File: config.mk
export PLATFORM = sky130hd
export DESIGN_NAME = hgm_ram
export DESIGN_NICKNAME = d
export VERILOG_FILES = /design/src/rtl/hgm_ram.sv
export SDC_FILE = /design/constraint.sdc
export NUM_CORES = 1
export LEC_CHECK = 0
export ABC_CLOCK_PERIOD_IN_PS = 1700
export BUFFER_PORTS_ARGS = -buffer_cell sky130_fd_sc_hd__buf_2
export CORE_MARGIN = 4
export CORE_UTILIZATION = 60
export DETAILED_ROUTE_END_ITERATION = 8
export PLACE_DENSITY = 0.78
export SLEW_MARGIN = 20
export SYNTH_ARGS = -nofsm -noshare
export SYNTH_HDL_FRONTEND = slang
export SYNTH_SLANG_ARGS = --single-unit
File: constraint.sdc
create_clock -name i_clk -period 1.7 [get_ports i_clk]
set_input_delay 0.085 -clock i_clk [delete_from_list [all_inputs] [get_ports i_clk]]
set_output_delay 0.085 -clock i_clk [all_outputs]
set_load 0.005 [all_outputs]
File: src/rtl/hgm_ram.sv
// hgm_ram: generic single write port ram with registered read
// no dependencies

module hgm_ram #(
    parameter int WIDTH = 8,
    parameter int DEPTH = 16
) (
    input  logic                     i_clk,
    input  logic                     i_we,
    input  logic [$clog2(DEPTH)-1:0] i_waddr,
    input  logic [WIDTH-1:0]         i_wdata,
    input  logic [$clog2(DEPTH)-1:0] i_raddr,
    output logic [WIDTH-1:0]         o_rdata
);

    logic [WIDTH-1:0] r_mem [DEPTH];

    always_ff @(posedge i_clk) begin
        if (i_we) begin
            r_mem[i_waddr] <= i_wdata;
        end
        o_rdata <= r_mem[i_raddr];
    end

endmodule

==> results.md <==
- Status: finished, final reports clean
- Global Route Usage Sum: 23.2%
- # Max-Cap Violations: 0
- Crit start category: flip-flop
- Die H: 101 um
- Synth area leaders: edfxtp_1, mux4_2, mux4_1
- Vias/cell: 6.20
- Synthesized Nets: 247
- Library cells used by synthesis: 19
- Post-CTS setup buffers: 0
- Clock root buffer master: clkbuf_8
- CP max FO: 1
- CTS Buffer Depth: 2
- RSZ-0062 raised after global routing: false
- CTS tree: done
- Switching Share: 21.3%
- Post-DRT Antenna Nets: 0
- Routability cong.: 0.685
- RR Startpoint: r_mem[5][1]$_DFFE_PP_
- Critical Path End Type: flip-flop
- Worst rel slew slack: 49.9%
- R2R Setup Slk: 0.20 ns
- Diode count: 0
- Layout net count: 310
- Mean routed wirelength per cell: 25.3 um
- Die ar.: 10100 sq um
- Pleak: 2.10 nW
- Sequential cell area fraction in the yosys report: 77.8%
- Peak VDD IR: 912 uV
- Total CTS buffers: 17
- Crit path capture: o_rdata[1]$_DFF_P_
- H-tree levels: 4
- Power Dens Cells: 1210 nW/um^2
- Initial DRC count: 175
- Number of clock sinks: 136
- Detailed Routing Iterations Pass 1: 4
- Slew Viols, Final: 0
- Layout cells sized above 1: 31.1%
- Clk_skew: 0.0117 ns
- Number of fill cells: 456
- Area of the multi-input gates: 1060 sq um
- WS Path Type: reg2reg
- Largest net degree at the start of global routing: 26
- Clock network fraction of design power: 44.3%
- CORE AREA: 8300 sq um
- I/O Pins: 26
- Setup TNS: 0 ns
- Syn_area_per_cell: 22.5 sq um
- FF+latch area: 4000 sq um
- FP Rows: 33
- Fin crit period: 1.50 ns
- Worst-margin pin slew: 0.749 ns
- Critical Path Start: r_mem[5][1]$_DFFE_PP_
- Initial antenna violation count: 1
- Final Cycle Share: 88.1%
- Yosys warns: 0
- Hold_buf cts: 8
- Switching power: 0.00158 W
- Via count: 2542
- Internal power: 0.00585 W
- Worst setup margin: 0.203 ns
- Cell taking the most area after synthesis: edfxtp_1
- First-pass GRT wire length: 16.2 mm
- Register share of total power: 50.9%
- Final hold violation count: 0
- Die width: 101 um
- Dpl hpwl: 5.99 mm
- Starting density of the core: 62.0%
- Port buffer count: 25
- WL final: 10.4 mm
- Total gr overflow: 0
- Drt drc: 0
- FF-to-FF End: o_rdata[1]$_DFF_P_
- Top cell type's share of synthesized area: 74.7%
- CTS clk-pin slew, worst paths: 0.06 ns
- Pre-CTS setup slack: 0.168 ns
- Worst EP required: 2.07 ns
- Arrival time of the worst setup path: 1.87 ns
- Synth Cell Area: 5150 sq um
- Gate Count Post-Synth: 229
- Clk Latency, worst-skew pair: 0.51 ns
- Vias in the first global route: 2735
- Final setup vio count: 0
- Area growth, synth to finish: 19.0%
- Post-cts sizing count: 0
- Flops & latches, synth: 136
- Combinational fraction of design power: 4.8%
- Max Freq: 0.668 GHz
- Worst min path class: in2reg
- Worst Reg-to-Reg Cells: 3
==> metal layers <==
layer	up-vias	track usage (%)	wire, um
met5	-	0	13
met3	14	6.44	942
met2	137	35.1	5290
met1	1289	32.2	3950
met4	2	9.64	189
li1	1100	-	-
==> worst min-delay path by stage <==
| stage | slack, ns | endpoint | startpoint | cells past startpoint |
|---|---|---|---|---|
| floorplan | 0.18 | r_mem[0][0]$_DFFE_PP_ | i_wdata[0] | 0 |
| finish | 0.14 | r_mem[12][3]$_DFFE_PP_ | i_waddr[0] | 3 |
| detailed placement | 0.46 | o_rdata[0] | o_rdata[0]$_DFF_P_ | 1 |
| CTS | 0.12 | r_mem[12][3]$_DFFE_PP_ | i_waddr[0] | 3 |
| global placement | 0.46 | o_rdata[0] | o_rdata[0]$_DFF_P_ | 1 |
| global route | 0.14 | r_mem[8][3]$_DFFE_PP_ | i_waddr[0] | 3 |
==> layout by cell type (no fill, tap or decap) <==
| cell | count |
|---|---|
| nand3b_1 | 2 |
| clkbuf_8 | 1 |
| dlygate4sd3_1 | 8 |
| and2_1 | 1 |
| edfxtp_1 | 128 |
| clkbuf_16 | 16 |
| clkinvlp_4 | 5 |
| nand2b_1 | 2 |
| and2b_1 | 1 |
| nand2_1 | 9 |
| buf_4 | 19 |
| nor3_1 | 4 |
| nor2b_1 | 1 |
| or3b_2 | 1 |
| bufinv_16 | 1 |
| buf_2 | 25 |
| mux4_1 | 14 |
| clkinv_1 | 2 |
| buf_12 | 2 |
| clkinv_2 | 2 |
| nand3_1 | 1 |
| dfxtp_1 | 8 |
| inv_6 | 2 |
| a22oi_1 | 16 |
| clkinv_4 | 3 |
| nor2_1 | 13 |
| mux4_2 | 18 |
==> flip-flops by register name (all words and copies together) (netlist names) <==
register,cells
o_rdata,8
r_mem,128
==> critical path, cell delays in order, from the launching register on <==
cell	delay, ns
edfxtp_1	0.36
mux4_1	0.55
a22oi_1	0.30
nand2_1	0.15
==> metrics by stage <==
step | util [%] | cells | power (W) | hold slack (ns) | instance area, sq um
after CTS | 73.8 | 410 | 0.00749 | 0.116 | 6120
after global routing | 73.8 | 410 | 0.00767 | 0.137 | 6120
after floorplan | - | 229 | 0.00403 | 0.184 | 5150
after global placement | 66.3 | 370 | 0.00417 | 0.462 | 5500
final | 73.8 | 410 | 0.00743 | 0.141 | 6120
after detailed placement | 66.3 | 370 | 0.00418 | 0.463 | 5500
==> synthesized netlist by cell type <==
cell	n
buf_4	1
dfxtp_1	8
nor3_1	4
and2b_1	1
nand3_1	1
nand3b_1	2
nand2b_1	2
mux4_2	18
and2_1	1
or3b_2	1
a22oi_1	16
nor2_1	13
nand2_1	9
buf_6	3
mux4_1	14
nor2b_1	1
buf_2	3
edfxtp_1	128
clkdlybuf4s25_2	3
==> layout make-up <==
cell class | instances | area share [%]
clock inverters | 15 | 2.10
clock buffers | 17 | 6.76
flip-flops and latches | 136 | 65.4
well taps | 105 | 2.15
multi-input cells | 83 | 17.3
repair buffers | 54 | 6.33
==> power by group through the flow <==
stage | sequential [W] | combinational, W | clock, W
after global placement | 0.00384 | 0.000334 | 0
final | 0.00378 | 0.000360 | 0.00329
after floorplan | 0.00384 | 0.000190 | 0
after detailed placement | 0.00384 | 0.000341 | 0
after CTS | 0.00378 | 0.000366 | 0.00334
after global routing | 0.00378 | 0.000390 | 0.00350
==> kinds of logic after synthesis <==
family,share of synthesized area (%)
compound gates,2.33
buf+inv,1.68
flops,77.8
mux,15.0
simple gates,3.18
(Power assumes the default switching activity.)
