<file path="src/rtl/hgm_pkg.sv">
// hgm_pkg: shared constants and codes for the height grid occupancy mapper
// no dependencies

package hgm_pkg;

    localparam int GRID_WIDTH  = 64;
    localparam int GRID_HEIGHT = 64;
    localparam int GRID_CELLS  = GRID_WIDTH * GRID_HEIGHT;
    localparam int CELL_AW     = $clog2(GRID_CELLS);

    // one ram word holds {hits, height}
    localparam int HITS_W = 16;
    localparam int AVG_W  = 32;
    localparam int CELL_W = HITS_W + AVG_W;

    // shared multiplier: signed A x signed B
    localparam int MUL_AW = 34;
    localparam int MUL_BW = 18;
    localparam int MUL_PW = MUL_AW + MUL_BW;

    // shared divider
    localparam int DIV_NW = 49;
    localparam int DIV_DW = 31;

    localparam int CFG_AW = 3;
    localparam int CFG_DW = 32;

    localparam logic [CFG_AW-1:0] REG_CELL_SCALE     = 3'd0;
    localparam logic [CFG_AW-1:0] REG_OBSTACLE_LIMIT = 3'd1;
    localparam logic [CFG_AW-1:0] REG_ROBOT_ROW      = 3'd2;
    localparam logic [CFG_AW-1:0] REG_ROBOT_COL      = 3'd3;
    localparam logic [CFG_AW-1:0] REG_OFFSET_X       = 3'd4;
    localparam logic [CFG_AW-1:0] REG_OFFSET_Y       = 3'd5;

    localparam logic [1:0] ACT_ADD   = 2'd0;
    localparam logic [1:0] ACT_READ  = 2'd1;
    localparam logic [1:0] ACT_CLEAR = 2'd2;

    localparam logic [MUL_BW-1:0] OCC_SCALE = 18'd100;
    localparam logic signed [7:0] OCC_FULL    = 8'sd100;
    localparam logic signed [7:0] OCC_UNKNOWN = -8'sd1;

    localparam int S_TDATA_W = 112;
    localparam int M_TDATA_W = 16;

    typedef struct packed {
        logic                start;
        logic [DIV_NW-1:0]   dividend;
        logic [DIV_DW-1:0]   divisor;
    } t_div_req;

    typedef struct packed {
        logic                done;
        logic [DIV_NW-1:0]   quotient;
    } t_div_rsp;

endpackage

</file>
<file path="src/rtl/hgm_div.sv">
// hgm_div: unsigned restoring divider, one quotient bit per cycle
// depends on hgm_pkg

module hgm_div (
    input  logic              i_clk,
    input  logic              i_rst_n,
    input  hgm_pkg::t_div_req i_req,
    output hgm_pkg::t_div_rsp o_rsp
);

    logic                           r_busy;
    logic [$clog2(hgm_pkg::DIV_NW)-1:0] r_cnt;
    logic [hgm_pkg::DIV_NW-1:0]     r_quo;
    logic [hgm_pkg::DIV_DW-1:0]     r_rem;
    logic [hgm_pkg::DIV_DW-1:0]     r_dsr;
    logic                           r_done;
    logic [hgm_pkg::DIV_DW:0]       rem_sh;
    logic                           fits;

    assign rem_sh = {r_rem, r_quo[hgm_pkg::DIV_NW-1]};
    assign fits   = rem_sh >= {1'b0, r_dsr};

    always_ff @(posedge i_clk) begin
        if (!i_rst_n) begin
            r_busy <= 1'b0;
            r_done <= 1'b0;
            r_cnt  <= '0;
        end else begin
            r_done <= 1'b0;
            if (i_req.start) begin
                r_busy <= 1'b1;
                r_cnt  <= ($clog2(hgm_pkg::DIV_NW))'(hgm_pkg::DIV_NW - 1);
                r_quo  <= i_req.dividend;
                r_dsr  <= i_req.divisor;
                r_rem  <= '0;
            end else if (r_busy) begin
                r_rem <= fits ? hgm_pkg::DIV_DW'(rem_sh - {1'b0, r_dsr})
                              : hgm_pkg::DIV_DW'(rem_sh);
                r_quo <= {r_quo[hgm_pkg::DIV_NW-2:0], fits};
                if (r_cnt == '0) begin
                    r_busy <= 1'b0;
                    r_done <= 1'b1;
                end else begin
                    r_cnt <= r_cnt - 1'b1;
                end
            end
        end
    end

    assign o_rsp.done     = r_done;
    assign o_rsp.quotient = r_quo;

endmodule

</file>
<file path="config.mk">
export PLATFORM = sky130hd
export DESIGN_NAME = hgm_div
export DESIGN_NICKNAME = d
export VERILOG_FILES = /design/src/rtl/hgm_pkg.sv /design/src/rtl/hgm_div.sv
export SDC_FILE = /design/constraint.sdc
export NUM_CORES = 1
export LEC_CHECK = 0
export ABC_AREA = 1
export BUFFER_PORTS_ARGS = -buffer_cell sky130_fd_sc_hd__buf_2
export CAP_MARGIN = 20
export CORE_MARGIN = 2
export CORE_UTILIZATION = 46
export CTS_BUF_LIST = sky130_fd_sc_hd__clkbuf_4 sky130_fd_sc_hd__clkbuf_8
export DETAILED_ROUTE_END_ITERATION = 8
export GPL_TIMING_DRIVEN = 0
export PLACE_DENSITY = 0.68
export RECOVER_POWER = 100
export SETUP_SLACK_MARGIN = 0.5
export SYNTH_ARGS = -nofsm -noshare
export SYNTH_HDL_FRONTEND = slang
export SYNTH_SLANG_ARGS = --single-unit
</file>
<file path="constraint.sdc">
create_clock -name i_clk -period 5.9 [get_ports i_clk]
set_input_delay 0.295 -clock i_clk [delete_from_list [all_inputs] [get_ports i_clk]]
set_output_delay 0.295 -clock i_clk [all_outputs]
set_load 0.1 [all_outputs]
</file>
==> results of run 1 <==
## repair_timing
item,in CTS,in global routing
endpoints found under the hold margin,27,0
hold buffers,27,0
endpoints found under the setup margin,0,0
## layout make-up
cell class	count	area (um2)
plain buffers	22	106.4
clock buffers	22	284.0
clock inverters	10	145.1
fillers	1565	6860
inverters	158	594.3
multi-input cells	677	3288
flip-flops and latches	119	3493
well taps	216	270.3
repair buffers	162	900.9
## final timing paths
path | endpoint | from | slack, ns
worst max-delay path | r_rem[4] | r_quo[48] | 2.03
worst min-delay path | r_dsr[30] | i_req[30] | 0.03
worst max register to register | r_rem[4] | r_quo[48] | 2.03
worst min register to register | r_done | r_busy | 0.47
## metal layers
metal | share of wire [%] | vias to the layer above | wire length [um]
li1 | - | 3406 | -
met1 | 46 | 2953 | 8618
met5 | 0 | - | 0
met4 | 1.6 | 0 | 306
met2 | 46 | 182 | 8502
met3 | 6.2 | 22 | 1159
## power by group through the flow
stage / Clock, W / Combinational (W) / Sequential [W]
after CTS: 0.000827 / 0.000835 / 0.00104
after global routing: 0.000852 / 0.000896 / 0.00105
after global placement: 0 / 0.000798 / 0.00106
after floorplan: 0 / 0.000468 / 0.00122
after detailed placement: 0 / 0.000818 / 0.00106
final: 0.000810 / 0.000804 / 0.00104
## sequential cells by signal (all words and copies together), names as in the netlist
signal  flops
r_busy      1
r_rem      31
r_dsr      31
r_quo      49
r_cnt       6
r_done      1
## through the flow
step,hold slack [ns],setup slack [ns],cells
after floorplan,0.3926,0.6807,976
after global placement,0.4473,-1.741,1323
after detailed placement,0.4731,3.189,1327
after CTS,0.001136,3.307,1386
after global routing,0.01536,1.743,1386
final,0.02852,2.034,1386
## cell usage in the layout (no fill, tap or decap), types with 15 or more instances in the layout
cell type                       count
sky130_fd_sc_hd__nand3_1           29
sky130_fd_sc_hd__nand3b_1          15
sky130_fd_sc_hd__inv_1            155
sky130_fd_sc_hd__buf_2             81
sky130_fd_sc_hd__clkbuf_1          71
sky130_fd_sc_hd__nor2_2            24
sky130_fd_sc_hd__o21bai_1          19
sky130_fd_sc_hd__ha_1              33
sky130_fd_sc_hd__nand2_1          396
sky130_fd_sc_hd__dlygate4sd3_1     27
sky130_fd_sc_hd__nor2_1            91
sky130_fd_sc_hd__a21oi_1           25
sky130_fd_sc_hd__clkbuf_8          19
sky130_fd_sc_hd__edfxtp_1         111
## logic make-up after synthesis
family / share of synthesized area (%)
xor+xnor: 1.738
flops: 46.23
simple gates: 32.04
fa+ha+maj: 5.729
compound gates: 4.387
buf+inv: 9.884
## worst register-to-register path: stages, from the launching register on
cell and delay, ns:
sky130_fd_sc_hd__edfxtp_1 0.37, sky130_fd_sc_hd__inv_1 0.05, sky130_fd_sc_hd__ha_1 0.22, sky130_fd_sc_hd__fa_1 0.42, sky130_fd_sc_hd__inv_1 0.12, sky130_fd_sc_hd__nand2_1 0.06
sky130_fd_sc_hd__nand2_1 0.13, sky130_fd_sc_hd__nand3_2 0.07, sky130_fd_sc_hd__nand2_1 0.12, sky130_fd_sc_hd__nand2_1 0.09, sky130_fd_sc_hd__nand3_2 0.06, sky130_fd_sc_hd__nand2_1 0.21
sky130_fd_sc_hd__nand2_1 0.41, sky130_fd_sc_hd__clkinvlp_2 0.49, sky130_fd_sc_hd__clkbuf_1 0.52, sky130_fd_sc_hd__nor2_2 0.20, sky130_fd_sc_hd__nor2_1 0.07
==> summary.txt, run 1 <==
Floorplan
  – Number of top-level pins: approximately 130
  – Initial Util: a little under half
  – Die Area: roughly 17000 um2
  – Vertical die dimension: around 130 um
  – Number of rows created at floorplan: 46
  – Area of the core: ~16000 um2
  – Die width: approximately 130 um

Cells and area
  – Number of antenna cells inserted: 0
  – Cell area after layout: around 9100 um2
  – Final #Nets: ~1300
  – Relative area change from synthesis to final layout: 20.18%
  – Fraction of layout instances using a drive strength above 1: about 14%
  – Final core utilization: 56.97%

CTS
  – Latest clock arrival within the worst-skew pair: 0.45 ns
  – Post-cts sizing count: 0
  – Postcts setup bufs: 0
  – CTS sink cnt: 119
  – Clock Tree Buf Depth: 2
  – CTS HTree Levels: 4
  – Clock tree from TritonCTS: done
  – Cell at the root of the clock tree: sky130_fd_sc_hd__clkbuf_8
  – CTS clk-pin slew, worst paths: 0.08 ns
  – Cts bufs inserted: 17

Critical path
  – Total number of cells along the worst setup path: 16
  – Type of destination of the critical path: register
  – Cell with the most instances on the worst path: sky130_fd_sc_hd__nand2_1
  – Category of the critical setup timing path: register to register
  – Cell type of the slowest stage on the worst timing path: sky130_fd_sc_hd__clkbuf_1
  – Largest stage delay on the critical path: 0.51 ns
  – Crit path max-delay family: simple AND/OR/NAND/NOR gates
  – CP startpoint kind: register
  – Worst EP required: between 6 and 7 ns
  – Data arrival time of the critical path: 4.07 ns
  – Worst-path cell chain: inv_1 -> ha_1 -> fa_1 -> inv_1 -> nand2_1 -> nand2_1 -> nand3_2 -> nand2_1 -> nand2_1 -> nand3_2 -> nand2_1 -> nand2_1 -> clkinvlp_2 -> clkbuf_1 -> nor2_2 -> nor2_1
  – R2R cell count: 16
  – Worst Path Buf+Inv: 4
  – Highest fanout seen on the critical path: 10

Detailed routing
  – Routed WL per cell: about 13 um
  – Number of vias in the routed layout: between 6000 and 7000
  – Post-DR vias/cell: about 4.7
  – DRT iter0 DRCs: between 400 and 500
  – Number of optimization iterations in the first detailed-route pass: 5
  – Post-detailed-routing wire length: approximately 19 mm
  – Post-route DRC: 0
  – DRT antenna net count: 0

Status
  – Violations in the final reports: capacitance limit, slew limit
  – Outcome: complete, but fails checks

STA
  – Number of pins with negative max-slew slack in the final report: 18
  – Endpoints failing setup: 0
  – Final Hold Viols: 0
  – Max-Slew Margin vs Limit: -4.149%
  – Setup repair after global routing missed its margin: false
  – Pin slew with the least headroom to its limit: ~1.6 ns
  – Total negative slack: 0 ns
  – Achievable Freq: about 260 MHz
  – Final cycle utilization of the critical path: about 66%
  – Fin Clk Skew: ~0.016 ns
  – Crit path time final: about 3.9 ns

GRT
  – Met3 capacity usage during global routing: roughly 5.5%
  – Grt met2 use: approximately 37%
  – Global-route wire length before repair: between 30 and 40 mm
  – Maximum number of pins on one net before global-route repair: 24
  – GRT overflow: 0
  – Combined global-route utilization of all metal layers: 22.32%
  – Fraction of met1 tracks used by global routing: 28.98%
  – Gr busiest metal: met2
  – Number of antenna violations at the first check in global routing: 0
  – Vias in the first global route: roughly 6500

Synth
  – Async set or reset register ratio after synthesis: 0%
  – Count of different cell masters after synthesis: 38
  – Share of the synthesized area in the top cell type: between 40% and 50%
  – Syn_nets: about 1100
  – Primary FF master, synth: sky130_fd_sc_hd__edfxtp_1
  – Most instantiated library cell after synthesis: sky130_fd_sc_hd__nand2_1
  – Top cells by instance count after synthesis: 392 x sky130_fd_sc_hd__nand2_1, 155 x sky130_fd_sc_hd__inv_1, 111 x sky130_fd_sc_hd__edfxtp_1
  – Cells taking the most area after synthesis: sky130_fd_sc_hd__edfxtp_1 44%, sky130_fd_sc_hd__nand2_1 19%, sky130_fd_sc_hd__inv_1 7.7%
  – Fraction of the yosys area taken by sequential cells: between 40% and 50%
  – Top cell type by total area after synthesis: sky130_fd_sc_hd__edfxtp_1
  – Register bit total from synthesis: roughly 120
  – Total standard cell area after synthesis: between 7000 and 8000 um2
  – Synthesized instance count: between 900 and 1000
  – Average instance area after synthesis: 7.743 um2
  – Number of synthesized flops with an enable pin: ~110
  – Yosys warnings: 0

Pwr
  – Standby leakage power: approximately 4.6 nW
  – Internal power summed over all cells: roughly 0.0017 W
  – Sequential power share: 39.2%
  – Power per cell area: ~300 nW/um2
  – Total power draw: ~0.0027 W
  – Power spent charging and discharging nets: about 0.00095 W
  – Maximum vdd drop: ~210 uV
  – Fraction of power consumed by the clock network: a little under a third
  – Switching part of the total: between 30% and 40%
  – Combinational share of power: a little under a third

Hold path
  – Worst Hold Depth: 1
  – Min-delay worst type: input pin to register

Place
  – DP Area: 8597 um2
  – Post-detailed-placement half-perimeter wirelength: ~14 mm
  – Final GP Congestion: 0.9547
  – Port Buffers: ~130

Job
  – Count of maximum capacitance violations: 1
Note: power is estimated with default switching activity, not from simulation.
==> run 2: changes to the inputs <==
Settings changed: PLACE_DENSITY 0.68 to 0.7.
Clock period 5.9 ns to 3.1 ns, I/O delays scaled along.
==> run 2 against run 1 <==
Critical endpoint is now r_rem[5]. Clock power grew 77%. Total power grew 89%. Worst hold slack gained 0.37 ns. The run now ends clean. Clock skew shrank 0.0010 ns. Highest routed layer unchanged.
==> summary.txt, run 2 (same netlist as run 1, synthesis figures left out) <==
Status
  – Outcome: complete, no violations (was complete, but fails checks)

CTS
  – Clock Tree Buf Depth: 2 (unchanged)
  – Postcts setup bufs: 0 (unchanged)
  – Cell at the root of the clock tree: sky130_fd_sc_hd__clkbuf_8 (unchanged)
  – CTS sink cnt: 119 (unchanged)
  – Cts bufs inserted: 17 (unchanged)
  – Latest clock arrival within the worst-skew pair: 0.46 ns (was 0.45 ns)
  – CTS clk-pin slew, worst paths: 0.09 ns (was 0.08 ns)
  – CTS HTree Levels: 4 (unchanged)
  – Clock tree from TritonCTS: done (unchanged)

Hold path
  – Min-delay worst type: input pin to register (unchanged)

Floorplan
  – Die width: 132.2 um (unchanged)
  – Vertical die dimension: 132.2 um (unchanged)
  – Number of rows created at floorplan: 46 (unchanged)
  – Area of the core: 15940 um2 (unchanged)
  – Initial Util: 47.40% (unchanged)
  – Die Area: 17470 um2 (unchanged)
  – Number of top-level pins: 133 (unchanged)

STA
  – Min Hold Slack: 0.3978 ns (was 0.02852 ns)
  – Crit path time final: 2.629 ns (was 3.866 ns)
  – Setup repair after global routing missed its margin: false (unchanged)
  – Number of pins with negative max-slew slack in the final report: 0 (was 18)
  – Fin Clk Skew: 0.01484 ns (was 0.01589 ns)
  – Total negative slack: 0 ns (unchanged)
  – Endpoints failing setup: 0 (unchanged)
  – Achievable Freq: 380.4 MHz (was 258.7 MHz)
  – Final Hold Viols: 0 (unchanged)
  – Pin slew with the least headroom to its limit: 1.290 ns (was 1.562 ns)
  – Max-Slew Margin vs Limit: 13.97% (was -4.149%)
  – Final cycle utilization of the critical path: 84.80% (was 65.52%)

Pwr
  – Total power draw: 0.005006 W (was 0.002654 W)
  – Standby leakage power: 4.825 nW (was 4.576 nW)
  – Power per cell area: 519.2 nW/um2 (was 292.2 nW/um2)
  – Maximum vdd drop: 333.6 uV (was 209.0 uV)

Detailed routing
  – Post-detailed-routing wire length: 19.66 mm (was 18.59 mm)
  – Routed WL per cell: 13.65 um (was 13.41 um)
  – Number of vias in the routed layout: 6851 (was 6563)
  – Post-route DRC: 0 (unchanged)
  – Number of optimization iterations in the first detailed-route pass: 5 (unchanged)
  – DRT iter0 DRCs: 374 (was 414)
  – DRT antenna net count: 0 (unchanged)
  – Post-DR vias/cell: 4.758 (was 4.735)

Cells and area
  – Register with the highest flop count: r_quo (unchanged)
  – Final core utilization: 60.47% (was 56.97%)
  – Fraction of layout instances using a drive strength above 1: 12.99% (was 13.59%)
  – Flip-flop count of the largest register, all copies and words added: 49 (unchanged)
  – Leading cell types in the layout, fill and taps excluded: 392 x sky130_fd_sc_hd__nand2_1, 154 x sky130_fd_sc_hd__inv_1, 111 x sky130_fd_sc_hd__edfxtp_1 (was 396 x sky130_fd_sc_hd__nand2_1, 155 x sky130_fd_sc_hd__inv_1, 111 x sky130_fd_sc_hd__edfxtp_1)
  – Top Registers: r_quo: 49 flops, r_dsr: 31 flops, r_rem: 31 flops (unchanged)
  – Final #Nets: 1328 (was 1274)
  – Total of fill cells in the finished design: 1440 (was 1565)
  – Relative area change from synthesis to final layout: 27.57% (was 20.18%)
  – Number of antenna cells inserted: 0 (unchanged)
  – Commonest non-fill, non-tap cell in the layout: sky130_fd_sc_hd__nand2_1 (unchanged)

Critical path
  – Type of destination of the critical path: register (unchanged)
  – CP startpoint kind: register (unchanged)
  – Category of the critical setup timing path: register to register (unchanged)
  – Data arrival time of the critical path: 2.84 ns (was 4.07 ns)
  – Worst EP required: 3.32 ns (was 6.11 ns)
  – Setup slack, reg-to-reg: 0.47 ns (was 2.03 ns)
  – Highest fanout seen on the critical path: 10 (unchanged)

GRT
  – Combined global-route utilization of all metal layers: 23.63% (was 22.32%)
  – Global-route wire length before repair: 32.75 mm (was 31.13 mm)
  – Met3 capacity usage during global routing: 6.344% (was 5.498%)
  – Maximum number of pins on one net before global-route repair: 30 (was 24)
  – GRT overflow: 0 (unchanged)
  – Vias in the first global route: 6819 (was 6484)
  – Grt met2 use: 40.19% (was 37.18%)
  – Number of antenna violations at the first check in global routing: 0 (unchanged)
  – Fraction of met1 tracks used by global routing: 29.55% (was 28.98%)
  – Gr busiest metal: met2 (unchanged)

Place
  – Final GP Congestion: 0.9465 (was 0.9547)
  – Post-detailed-placement half-perimeter wirelength: 14.22 mm (was 14.31 mm)
  – Port Buffers: 131 (unchanged)

Job
  – Count of maximum capacitance violations: 0 (was 1)
## run 2: cell count changes in the layout (fill, tap and decap cells not counted), sizes merged
cell	change
inv	+9
buf	+5
dlygate4sd3	+54
clkinvlp	-2
bufinv	-2
clkbuf	-10
## run 2: path summary, 6_finish.rpt
path,from,to,cells after the start
worst max-delay path,r_dsr[0],r_rem[5],15
worst min-delay path,i_req[9],r_dsr[9],2
worst max register to register,r_dsr[0],r_rem[5],15
worst min register to register,r_busy,r_done,2
## run 2: report_power, final
| group | internal, W | total [W] | switching (W) |
|---|---|---|---|
| clock | 0.000666 | 0.00143 | 0.000761 |
| combinational | 0.000510 | 0.00160 | 0.00109 |
| sequential | 0.00192 | 0.00198 | 0.0000599 |
| total | 0.00309 | 0.00501 | 0.00191 |
## run 2: final cells by class
type / instances / area (um2) / share of cell area, %
clock buffer: 17 / 234.0 / 2.427
timing repair buffer: 216 / 1460 / 15.15
inverter: 158 / 600.6 / 6.230
buffer: 22 / 146.4 / 1.518
sequential: 119 / 3493 / 36.24
multi-input combinational: 677 / 3281 / 34.03
clock inverter: 15 / 155.1 / 1.609
tap: 216 / 270.3 / 2.803
## run 2: per-stage QoR
| step | std cells | worst slack, ns | cell area [um2] |
|---|---|---|---|
| floorplan | 976 | 0.2896 | 7576 |
| detailed placement | 1327 | 0.4807 | 8597 |
| finish | 1440 | 0.4712 | 9641 |
| global placement | 1323 | -0.3322 | 8502 |
| CTS | 1440 | 0.7105 | 9797 |
| global route | 1440 | 0.2548 | 9641 |
## run 2: per-layer routing
metal | vias up | share of wire, %
met4 | 0 | 1.7
met2 | 204 | 49
met5 | - | 0
li1 | 3515 | -
met1 | 3100 | 44
met3 | 32 | 5.7
## run 2: repair_timing
item | in CTS | in global routing
hold buffers | 81 | 0
gates resized for setup | 0 | 0
hold endpoints to repair | 82 | 0
setup endpoints to repair | 0 | 0
## run 2: critical path, cell delays in order, from the launching register on
cell                       delay [ns]
sky130_fd_sc_hd__edfxtp_1        0.39
sky130_fd_sc_hd__ha_2            0.21
sky130_fd_sc_hd__fa_2            0.36
sky130_fd_sc_hd__inv_2           0.08
sky130_fd_sc_hd__nand2_1         0.06
sky130_fd_sc_hd__nand2_2         0.09
sky130_fd_sc_hd__nand3_1         0.09
sky130_fd_sc_hd__nand2_2         0.11
sky130_fd_sc_hd__nand2_2         0.06
sky130_fd_sc_hd__nand3_2         0.05
sky130_fd_sc_hd__nand2_1         0.26
sky130_fd_sc_hd__nand2_8         0.24
sky130_fd_sc_hd__inv_8           0.07
sky130_fd_sc_hd__buf_12          0.15
sky130_fd_sc_hd__nor2_1          0.10
sky130_fd_sc_hd__nor2_1          0.05
